--- src/rtl/core/wrl_pkg.sv ---
// ============================================================================
// wrl_pkg
// Shared codes, defaults and the job word passed from the request front end
// to the result back end of the reader-writer lock manager.
// ============================================================================
package wrl_pkg;

    // Default configuration
    localparam int DEF_READ_QUEUE_DEPTH  = 16;
    localparam int DEF_WRITE_QUEUE_DEPTH = 16;
    localparam int DEF_MAX_READERS       = 255;
    localparam int DEF_TASK_ID_BITS      = 8;

    // Fixed widths of the job word (queue depths go up to 64)
    localparam int QADDR_BITS  = 6;
    localparam int QCOUNT_BITS = 7;

    // Request codes
    localparam logic [1:0] FN_ACQ_READ  = 2'd0;
    localparam logic [1:0] FN_ACQ_WRITE = 2'd1;
    localparam logic [1:0] FN_REL_READ  = 2'd2;
    localparam logic [1:0] FN_REL_WRITE = 2'd3;

    // Result status codes
    localparam logic [2:0] ST_GRANTED  = 3'd0;
    localparam logic [2:0] ST_QUEUED   = 3'd1;
    localparam logic [2:0] ST_WOKEN    = 3'd2;
    localparam logic [2:0] ST_RELEASED = 3'd3;
    localparam logic [2:0] ST_ERROR    = 3'd4;

    // Wait queue operations carried out by the back end
    localparam logic [2:0] OP_NONE    = 3'd0;
    localparam logic [2:0] OP_PUSH_RD = 3'd1;
    localparam logic [2:0] OP_PUSH_WR = 3'd2;
    localparam logic [2:0] OP_WAKE_WR = 3'd3;
    localparam logic [2:0] OP_WAKE_RD = 3'd4;

    // One classified request
    typedef struct packed {
        logic [2:0]             op;
        logic [QADDR_BITS-1:0]  addr;
        logic [QCOUNT_BITS-1:0] count;
        logic [2:0]             status;
        logic [7:0]             who;
        logic [7:0]             readers_now;
        logic                   writer_now;
    } wrl_job_t;

endpackage

--- src/rtl/core/wrl_front.sv ---
// ============================================================================
// wrl_front
// Accepts lock requests, decides grant, queue, release or error, keeps the
// lock state and queue bookkeeping, and emits one job word per request.
// ============================================================================
module wrl_front #(
    parameter int READ_QUEUE_DEPTH  = 16,
    parameter int WRITE_QUEUE_DEPTH = 16,
    parameter int MAX_READERS       = 255,
    parameter int TASK_ID_BITS      = 8
) (
    input  logic              clk,
    input  logic              rst_n,
    input  logic              start,
    input  logic [1:0]        func,
    input  logic [7:0]        task_id,
    output logic              busy,
    input  logic              full,
    output logic              push,
    output wrl_pkg::wrl_job_t job
);
    import wrl_pkg::*;

    localparam int ID_W = (TASK_ID_BITS < 8) ? TASK_ID_BITS : 8;
    localparam int RC_W = $clog2(MAX_READERS + 1);
    localparam int RF_W = $clog2(READ_QUEUE_DEPTH + 1);
    localparam int WF_W = $clog2(WRITE_QUEUE_DEPTH + 1);
    localparam int WP_W = (WRITE_QUEUE_DEPTH > 1) ? $clog2(WRITE_QUEUE_DEPTH) : 1;

    logic            writer_reg, writer_next;
    logic [RC_W-1:0] readers_reg, readers_next;
    logic [RF_W-1:0] rfill_reg, rfill_next;
    logic [WF_W-1:0] wfill_reg, wfill_next;
    logic [WP_W-1:0] whead_reg, whead_next;
    logic [WP_W-1:0] wtail_reg, wtail_next;
    logic [ID_W-1:0] id;
    logic            wake;
    logic            accept;

    assign id     = task_id[ID_W-1:0];
    assign busy   = full;
    assign accept = start && !full;
    assign push   = accept;

    // Classify the request and work out the next lock state
    always_comb
    begin
        writer_next  = writer_reg;
        readers_next = readers_reg;
        rfill_next   = rfill_reg;
        wfill_next   = wfill_reg;
        whead_next   = whead_reg;
        wtail_next   = wtail_reg;
        wake         = 1'b0;
        job          = '0;
        job.op       = OP_NONE;
        job.status   = ST_ERROR;
        job.who      = 8'(id);

        case (func)
            FN_ACQ_READ:
            begin
                if (!writer_reg && wfill_reg == '0)
                begin
                    if (readers_reg < RC_W'(MAX_READERS))
                    begin
                        readers_next = readers_reg + 1'b1;
                        job.status   = ST_GRANTED;
                    end
                end
                else if (rfill_reg < RF_W'(READ_QUEUE_DEPTH))
                begin
                    job.op     = OP_PUSH_RD;
                    job.addr   = QADDR_BITS'(rfill_reg);
                    rfill_next = rfill_reg + 1'b1;
                    job.status = ST_QUEUED;
                end
            end
            FN_ACQ_WRITE:
            begin
                if (!writer_reg && readers_reg == '0)
                begin
                    writer_next = 1'b1;
                    job.status  = ST_GRANTED;
                end
                else if (wfill_reg < WF_W'(WRITE_QUEUE_DEPTH))
                begin
                    job.op     = OP_PUSH_WR;
                    job.addr   = QADDR_BITS'(wtail_reg);
                    wtail_next = (wtail_reg == WP_W'(WRITE_QUEUE_DEPTH - 1)) ?
                                 '0 : wtail_reg + 1'b1;
                    wfill_next = wfill_reg + 1'b1;
                    job.status = ST_QUEUED;
                end
            end
            FN_REL_READ:
            begin
                if (readers_reg != '0)
                begin
                    readers_next = readers_reg - 1'b1;
                    job.status   = ST_RELEASED;
                    wake         = (readers_reg == RC_W'(1)) && (wfill_reg != '0);
                end
            end
            FN_REL_WRITE:
            begin
                writer_next = 1'b0;
                job.status  = ST_RELEASED;
                wake        = (wfill_reg != '0) || (rfill_reg != '0);
            end
            default:
            begin
                job.status = ST_ERROR;
            end
        endcase

        // Wake one writer, or else every queued reader
        if (wake)
        begin
            if (wfill_reg != '0)
            begin
                job.op     = OP_WAKE_WR;
                job.addr   = QADDR_BITS'(whead_reg);
                whead_next = (whead_reg == WP_W'(WRITE_QUEUE_DEPTH - 1)) ?
                             '0 : whead_reg + 1'b1;
                wfill_next = wfill_reg - 1'b1;
            end
            else
            begin
                job.op     = OP_WAKE_RD;
                job.count  = QCOUNT_BITS'(rfill_reg);
                rfill_next = '0;
            end
        end

        job.readers_now = 8'(readers_next);
        job.writer_now  = writer_next;
    end

    // Commit state on an accepted word
    always_ff @(posedge clk or negedge rst_n)
    begin
        if (!rst_n)
        begin
            writer_reg  <= 1'b0;
            readers_reg <= '0;
            rfill_reg   <= '0;
            wfill_reg   <= '0;
            whead_reg   <= '0;
            wtail_reg   <= '0;
        end
        else if (accept)
        begin
            writer_reg  <= writer_next;
            readers_reg <= readers_next;
            rfill_reg   <= rfill_next;
            wfill_reg   <= wfill_next;
            whead_reg   <= whead_next;
            wtail_reg   <= wtail_next;
        end
    end

endmodule

--- src/rtl/core/wrl_job_fifo.sv ---
// ============================================================================
// wrl_job_fifo
// Two-entry queue of job words between the front end and the back end.
// ============================================================================
module wrl_job_fifo (
    input  logic              clk,
    input  logic              rst_n,
    input  logic              push,
    input  wrl_pkg::wrl_job_t push_job,
    output logic              full,
    input  logic              pop,
    output logic              valid,
    output wrl_pkg::wrl_job_t head_job
);
    import wrl_pkg::*;

    wrl_job_t   slots_reg [0:1];
    logic       wptr_reg;
    logic       rptr_reg;
    logic [1:0] count_reg;

    assign full     = (count_reg == 2'd2);
    assign valid    = (count_reg != 2'd0);
    assign head_job = slots_reg[rptr_reg];

    // Hold the payload
    always_ff @(posedge clk)
    begin
        if (push)
        begin
            slots_reg[wptr_reg] <= push_job;
        end
    end

    // Advance pointers and count
    always_ff @(posedge clk or negedge rst_n)
    begin
        if (!rst_n)
        begin
            wptr_reg  <= 1'b0;
            rptr_reg  <= 1'b0;
            count_reg <= 2'd0;
        end
        else
        begin
            if (push)
            begin
                wptr_reg <= !wptr_reg;
            end
            if (pop)
            begin
                rptr_reg <= !rptr_reg;
            end
            if (push && !pop)
            begin
                count_reg <= count_reg + 2'd1;
            end
            else if (pop && !push)
            begin
                count_reg <= count_reg - 2'd1;
            end
        end
    end

endmodule

--- src/rtl/core/wrl_back.sv ---
// ============================================================================
// wrl_back
// Carries out job words: writes waiting task ids into the wait queues, reads
// woken ids back out, and drives one result word per cycle.
// ============================================================================
module wrl_back #(
    parameter int READ_QUEUE_DEPTH  = 16,
    parameter int WRITE_QUEUE_DEPTH = 16,
    parameter int TASK_ID_BITS      = 8
) (
    input  logic              clk,
    input  logic              rst_n,
    input  logic              job_valid,
    input  wrl_pkg::wrl_job_t job,
    output logic              pop,
    output logic              strobe,
    output logic [2:0]        status,
    output logic [7:0]        who,
    output logic [7:0]        readers_now,
    output logic              writer_now,
    output logic              last
);
    import wrl_pkg::*;

    localparam int ID_W = (TASK_ID_BITS < 8) ? TASK_ID_BITS : 8;
    localparam int RF_W = $clog2(READ_QUEUE_DEPTH + 1);
    localparam int RP_W = (READ_QUEUE_DEPTH > 1) ? $clog2(READ_QUEUE_DEPTH) : 1;
    localparam int WP_W = (WRITE_QUEUE_DEPTH > 1) ? $clog2(WRITE_QUEUE_DEPTH) : 1;

    localparam logic SM_IDLE = 1'b0;
    localparam logic SM_WAKE = 1'b1;

    logic [ID_W-1:0] wr_mem [0:WRITE_QUEUE_DEPTH-1];
    logic [ID_W-1:0] rd_mem [0:READ_QUEUE_DEPTH-1];
    logic [ID_W-1:0] wr_rdata;
    logic [ID_W-1:0] rd_rdata;

    logic            state_reg;
    logic            wake_wr_reg;
    logic [RP_W-1:0] raddr_reg;
    logic [RF_W-1:0] remain_reg;
    logic            strobe_reg;
    logic [2:0]      status_reg;
    logic [7:0]      who_reg;
    logic [7:0]      readers_reg;
    logic            writer_reg;
    logic            last_reg;

    logic            is_wake;
    logic            rd_re;
    logic [RP_W-1:0] rd_raddr;

    assign pop     = job_valid && (state_reg == SM_IDLE);
    assign is_wake = (job.op == OP_WAKE_WR) || (job.op == OP_WAKE_RD);
    assign rd_re   = (pop && job.op == OP_WAKE_RD) ||
                     (state_reg == SM_WAKE && !wake_wr_reg && remain_reg > RF_W'(1));
    assign rd_raddr = (state_reg == SM_IDLE) ? '0 : raddr_reg;

    assign strobe      = strobe_reg;
    assign status      = status_reg;
    assign who         = who_reg;
    assign readers_now = readers_reg;
    assign writer_now  = writer_reg;
    assign last        = last_reg;

    // Write queue memory: push at the tail, read the head on a wake
    always_ff @(posedge clk)
    begin
        if (pop && job.op == OP_PUSH_WR)
        begin
            wr_mem[job.addr[WP_W-1:0]] <= job.who[ID_W-1:0];
        end
        if (pop && job.op == OP_WAKE_WR)
        begin
            wr_rdata <= wr_mem[job.addr[WP_W-1:0]];
        end
    end

    // Read queue memory: push at the fill, drain from entry zero upward
    always_ff @(posedge clk)
    begin
        if (pop && job.op == OP_PUSH_RD)
        begin
            rd_mem[job.addr[RP_W-1:0]] <= job.who[ID_W-1:0];
        end
        if (rd_re)
        begin
            rd_rdata <= rd_mem[rd_raddr];
        end
    end

    // Sequence the answer word and any woken words
    always_ff @(posedge clk or negedge rst_n)
    begin
        if (!rst_n)
        begin
            state_reg   <= SM_IDLE;
            wake_wr_reg <= 1'b0;
            raddr_reg   <= '0;
            remain_reg  <= '0;
            strobe_reg  <= 1'b0;
        end
        else
        begin
            case (state_reg)
                SM_IDLE:
                begin
                    strobe_reg <= pop;
                    if (pop && is_wake)
                    begin
                        state_reg   <= SM_WAKE;
                        wake_wr_reg <= (job.op == OP_WAKE_WR);
                        remain_reg  <= (job.op == OP_WAKE_WR) ? RF_W'(1) : RF_W'(job.count);
                        raddr_reg   <= RP_W'(1);
                    end
                end
                SM_WAKE:
                begin
                    strobe_reg <= 1'b1;
                    remain_reg <= remain_reg - 1'b1;
                    if (remain_reg == RF_W'(1))
                    begin
                        state_reg <= SM_IDLE;
                    end
                    if (rd_re)
                    begin
                        raddr_reg <= raddr_reg + 1'b1;
                    end
                end
                default:
                begin
                    state_reg <= SM_IDLE;
                end
            endcase
        end
    end

    // Load the result payload
    always_ff @(posedge clk)
    begin
        if (pop)
        begin
            status_reg  <= job.status;
            who_reg     <= job.who;
            readers_reg <= job.readers_now;
            writer_reg  <= job.writer_now;
            last_reg    <= !is_wake;
        end
        else if (state_reg == SM_WAKE)
        begin
            status_reg <= ST_WOKEN;
            who_reg    <= 8'(wake_wr_reg ? wr_rdata : rd_rdata);
            last_reg   <= (remain_reg == RF_W'(1));
        end
    end

endmodule

--- src/rtl/core/writer_preferring_rwlock_manager.sv ---
// ============================================================================
// writer_preferring_rwlock_manager
// Reader-writer lock manager with writer preference and FIFO wait queues.
// ============================================================================
// A request is taken on a clock edge with start high and busy low. With the
// back end idle, its job word passes through the job queue and the result
// registers before its first result word is strobed. A wake still in
// progress holds it back until the woken words left are sent. The receiver
// cannot stall, so results must be taken as they come. A request that wakes
// waiters is followed by one word per woken task on consecutive cycles (one
// writer, or every queued reader in order), with last high on the final
// word. The back end sends result words one after another; requests queue
// in a two-entry job queue and busy rises while that queue is full, so new
// requests are taken while the back end still sends words of earlier ones.
// Wait queue memories need no clearing after reset.
module writer_preferring_rwlock_manager #(
    parameter int READ_QUEUE_DEPTH  = wrl_pkg::DEF_READ_QUEUE_DEPTH,
    parameter int WRITE_QUEUE_DEPTH = wrl_pkg::DEF_WRITE_QUEUE_DEPTH,
    parameter int MAX_READERS       = wrl_pkg::DEF_MAX_READERS,
    parameter int TASK_ID_BITS      = wrl_pkg::DEF_TASK_ID_BITS
) (
    input  logic       clk,
    input  logic       rst_n,
    input  logic       start,
    output logic       busy,
    input  logic [1:0] func,
    input  logic [7:0] task_id,
    output logic       strobe,
    output logic [2:0] status,
    output logic [7:0] who,
    output logic [7:0] readers_now,
    output logic       writer_now,
    output logic       last
);
    import wrl_pkg::*;

    wrl_job_t front_job;
    wrl_job_t head_job;
    logic     push;
    logic     full;
    logic     pop;
    logic     job_valid;

    // Classify requests
    wrl_front #(
        .READ_QUEUE_DEPTH  (READ_QUEUE_DEPTH),
        .WRITE_QUEUE_DEPTH (WRITE_QUEUE_DEPTH),
        .MAX_READERS       (MAX_READERS),
        .TASK_ID_BITS      (TASK_ID_BITS)
    ) u_front (
        .clk     (clk),
        .rst_n   (rst_n),
        .start   (start),
        .func    (func),
        .task_id (task_id),
        .busy    (busy),
        .full    (full),
        .push    (push),
        .job     (front_job)
    );

    // Decouple front and back
    wrl_job_fifo u_fifo (
        .clk      (clk),
        .rst_n    (rst_n),
        .push     (push),
        .push_job (front_job),
        .full     (full),
        .pop      (pop),
        .valid    (job_valid),
        .head_job (head_job)
    );

    // Carry out jobs and drive results
    wrl_back #(
        .READ_QUEUE_DEPTH  (READ_QUEUE_DEPTH),
        .WRITE_QUEUE_DEPTH (WRITE_QUEUE_DEPTH),
        .TASK_ID_BITS      (TASK_ID_BITS)
    ) u_back (
        .clk         (clk),
        .rst_n       (rst_n),
        .job_valid   (job_valid),
        .job         (head_job),
        .pop         (pop),
        .strobe      (strobe),
        .status      (status),
        .who         (who),
        .readers_now (readers_now),
        .writer_now  (writer_now),
        .last        (last)
    );

    // A writer and active readers never hold the lock together
    a_exclusive: assert property (@(posedge clk) disable iff (!rst_n)
        strobe |-> !(writer_now && readers_now != 8'd0))
        else $error("writer and readers reported together");

    // Words of one request come back to back until last
    a_burst: assert property (@(posedge clk) disable iff (!rst_n)
        (strobe && !last) |=> strobe)
        else $error("result burst broken before last word");

    // A woken word only follows an unfinished word of the same request
    a_woken_follows: assert property (@(posedge clk) disable iff (!rst_n)
        (strobe && status == ST_WOKEN) |-> ($past(strobe) && !$past(last)))
        else $error("woken word without a preceding answer word");

    // The job queue is never pushed while full
    a_no_overrun: assert property (@(posedge clk) disable iff (!rst_n)
        full |-> !push)
        else $error("job queue overrun");

endmodule

--- config.mk ---
export PLATFORM = sky130hd
export DESIGN_NAME = writer_preferring_rwlock_manager
export DESIGN_NICKNAME = d
export VERILOG_FILES = /design/src/rtl/core/wrl_pkg.sv /design/src/rtl/core/wrl_front.sv /design/src/rtl/core/wrl_job_fifo.sv /design/src/rtl/core/wrl_back.sv /design/src/rtl/core/writer_preferring_rwlock_manager.sv
export SDC_FILE = /design/constraint.sdc
export NUM_CORES = 1
export LEC_CHECK = 0
export BUFFER_PORTS_ARGS = -buffer_cell sky130_fd_sc_hd__buf_2
export CORE_ASPECT_RATIO = 1.1
export CORE_MARGIN = 8
export CORE_UTILIZATION = 45
export DETAILED_ROUTE_END_ITERATION = 10
export GPL_TIMING_DRIVEN = 0
export PLACE_DENSITY = 0.61
export SETUP_SLACK_MARGIN = 0.02
export SKIP_CTS_REPAIR_TIMING = 1
export SYNTH_ARGS = -nofsm -noshare
export SYNTH_HDL_FRONTEND = slang
export SYNTH_SLANG_ARGS = --single-unit
export TNS_END_PERCENT = 20
--- constraint.sdc ---
create_clock -name clk -period 2.77 [get_ports clk]
set_input_delay 0.4155 -clock clk [delete_from_list [all_inputs] [get_ports clk]]
set_output_delay 0.4155 -clock clk [all_outputs]
set_load 0.02 [all_outputs]
==> results.txt <==
Clock Latency Late Sink = 0.55 ns
Starting DRC count in detailed routing = 675
RSZ-0062 raised after global routing = yes
Dpl cells = 1585
Clk root buf = clkbuf_16
Setup ws final = -0.00712 ns
Routed WL per cell = 22.4 um
Worst slew margin = 29.3%
Fill cell count = 3074
Leak = 6.49 nW
CP Data Arrival Time = 2.99 ns
Die Y = 218 um
Die Width = 200 um
Number of synthesized flops with an enable pin = 357
First-pass GRT wire length = 57800 um
TritonCTS clock tree = yes
Worst reg2reg path depth = 5
Layout Skew = 0.0222 ns
CP max-delay cell = dfrtp_1
Final std cells w/o fill = 1673
Synth Cell Area = 0.0167 mm^2
Row count = 74
I/O pins = 36
Peak Freq = 360 MHz
Setup WS pre-CTS = -0.660 ns
Crit. path cell count = 5
Multi-input combinational cell area = 0.00495 mm^2
Netlist cell types = 72
Violated checks = negative setup slack
Via-to-Cell Ratio = 5.77
Antenna diodes = 0
Crit path largest cell delay = 0.44 ns
Sink Count = 400
Final setup viols = 12
Synthesized Nets = 1083
Total power per unit cell area = 1040 mW/mm^2
Worst hold path type = in2async
TNS Setup = -0.0431 ns
WS Path Type = reg2reg
Post-route total power = 20.3 mW
Leading post-synthesis cells by cell area = edfxtp_1, dfrtp_1, mux4_2
Worst slew pin tran = 1.06 ns
H-tree depth = 2
Vias in the first global route = 9666
Ys async rst share = 10.8%
WP data required = 2.98 ns
Post-synth top area cell = edfxtp_1
Synthesized area per cell = 15.8 um^2
Layout cells sized above 1 = 22.8%
Core area = 0.0369 mm^2
CP top delay family = simple AND/OR/NAND/NOR gates
Status = finished with violations
DRC violations left = 0
Synthesis-stage register bit count = 400
Starting Density = 45.3%
Fin crit share = 100%
Total CTS buffers = 41
Cells after Synth = 1055
Area delta synth->final = 16.3%
Detailed Routing Iterations Pass 1 = 5
Final hold viol count = 0
Core Util, Final = 52.7%
Main synth FF type = edfxtp_1
Worst-path maximum fanout = 10
Synth top area share = 64.2%
Drt total wl = 37400 um
Crit path from = u_fifo.rptr_reg
CP cell instances = mux2i_4 > clkbuf_2 > and3_1 > nand3_1 > nor2_4
Vias = 9649
Grt total ovfl = 0
HPWL after DPL = 23800 um
Startpoint Class = flip-flop
VDD IR-drop max = 0.000636 V
Port bufs = 35
NumNets Final = 1175
Register area = 0.0118 mm^2
Largest net degree at the start of global routing = 44
Routed Antenna Nets = 0
GPL Wtd Cong = 0.883
Slew Limit Fails = 0
R2r startpoint = u_fifo.rptr_reg
Max-cap viol count = 0
Synth Warn # = 0
Initial antenna violation count = 0
Clk slew on worst S/H paths = 0.07 ns
Worst Path Buf+Inv = 1
Sequential area share after synthesis = 70.6%
Die area = 0.0436 mm^2
Crit path capture type = flip-flop
Clock buffer depth = 3
Min Tclk post-route = 2.78 ns
Tot GR Track Use = 17.2%
-- stage by stage --
step / instance area, um^2 / hold slack, ns
5_1_grt: 19400 / 0.0439
6_report: 19400 / 0.0450
3_3_place_gp: 17500 / 0.476
4_1_cts: 18800 / 0.0377
2_1_floorplan: 16700 / 0.120
3_5_place_dp: 17500 / 0.497
-- cell families after synthesis --
| family | count (synthesis) | synth area share [%] |
|---|---|---|
| multiplexers | 132 | 10.6 |
| buffers and inverters | 74 | 1.88 |
| AO/OA/AOI/OAI | 180 | 7.81 |
| AND/OR/NAND/NOR | 239 | 7.17 |
| XOR/XNOR | 15 | 0.786 |
| flip-flops | 400 | 70.6 |
| adder cells (fa/ha/maj) | 15 | 1.12 |
-- area by class of cell --
cell class / instances / area share, %
plain buffers: 53 / 1.27
clock buffers: 49 / 5.60
clock inverters: 26 / 0.966
inverters: 21 / 0.406
multi-input cells: 581 / 25.5
flip-flops and latches: 400 / 60.7
well taps: 494 / 3.18
repair buffers: 49 / 2.34
-- synth_stat cells, types with 7 or more instances --
| master | n |
|---|---|
| and3_1 | 10 |
| nor3_1 | 11 |
| a21oi_1 | 23 |
| a31oi_1 | 12 |
| clkbuf_1 | 29 |
| inv_1 | 21 |
| edfxtp_1 | 357 |
| mux2_2 | 43 |
| a221oi_1 | 29 |
| o21ai_0 | 32 |
| xnor2_1 | 10 |
| buf_2 | 17 |
| nand4_1 | 7 |
| a2bb2oi_1 | 7 |
| ha_1 | 15 |
| dfrtp_1 | 43 |
| mux4_2 | 32 |
| mux2i_1 | 57 |
| nand3_1 | 21 |
| a22oi_1 | 18 |
| nor2_1 | 85 |
| nand2_1 | 58 |
-- layout by cell type, fill, tap and decap left out, types with 34 or more instances in the layout --
cell type	synthesis	layout
buf_2	17	49
mux2_2	43	43
nor2_4	1	34
clkbuf_16	0	42
dfrtp_1	43	43
nor2_1	85	52
mux2i_1	57	55
nand2_1	58	56
edfxtp_1	357	357
-- final timing paths --
path	endpoint	slack [ns]
worst max-delay path	u_back.wr_mem[2][4]	-0.007
worst min-delay path	u_front.readers_reg[3]	0.05
worst max register to register	u_back.wr_mem[2][4]	-0.007
worst min register to register	u_front.wtail_reg[3]	0.51
max in group asynchronous	u_back.raddr_reg[2]	2.04
min in group clk	u_fifo.slots_reg[1][12]	0.06
-- per-layer routing --
metal	track usage, %	wire, um
met4	5.03	891
met1	24.1	16800
met5	0	0
met2	27.8	18100
met3	2.55	1630
-- where the power goes --
part           internal, mW  leakage (nW)  switching, mW
logic                  2.26          2.07           4.19
clock network          2.93         0.629           2.33
registers              8.07          3.78          0.491
No activity file was read; power rests on OpenSTA's default activity.
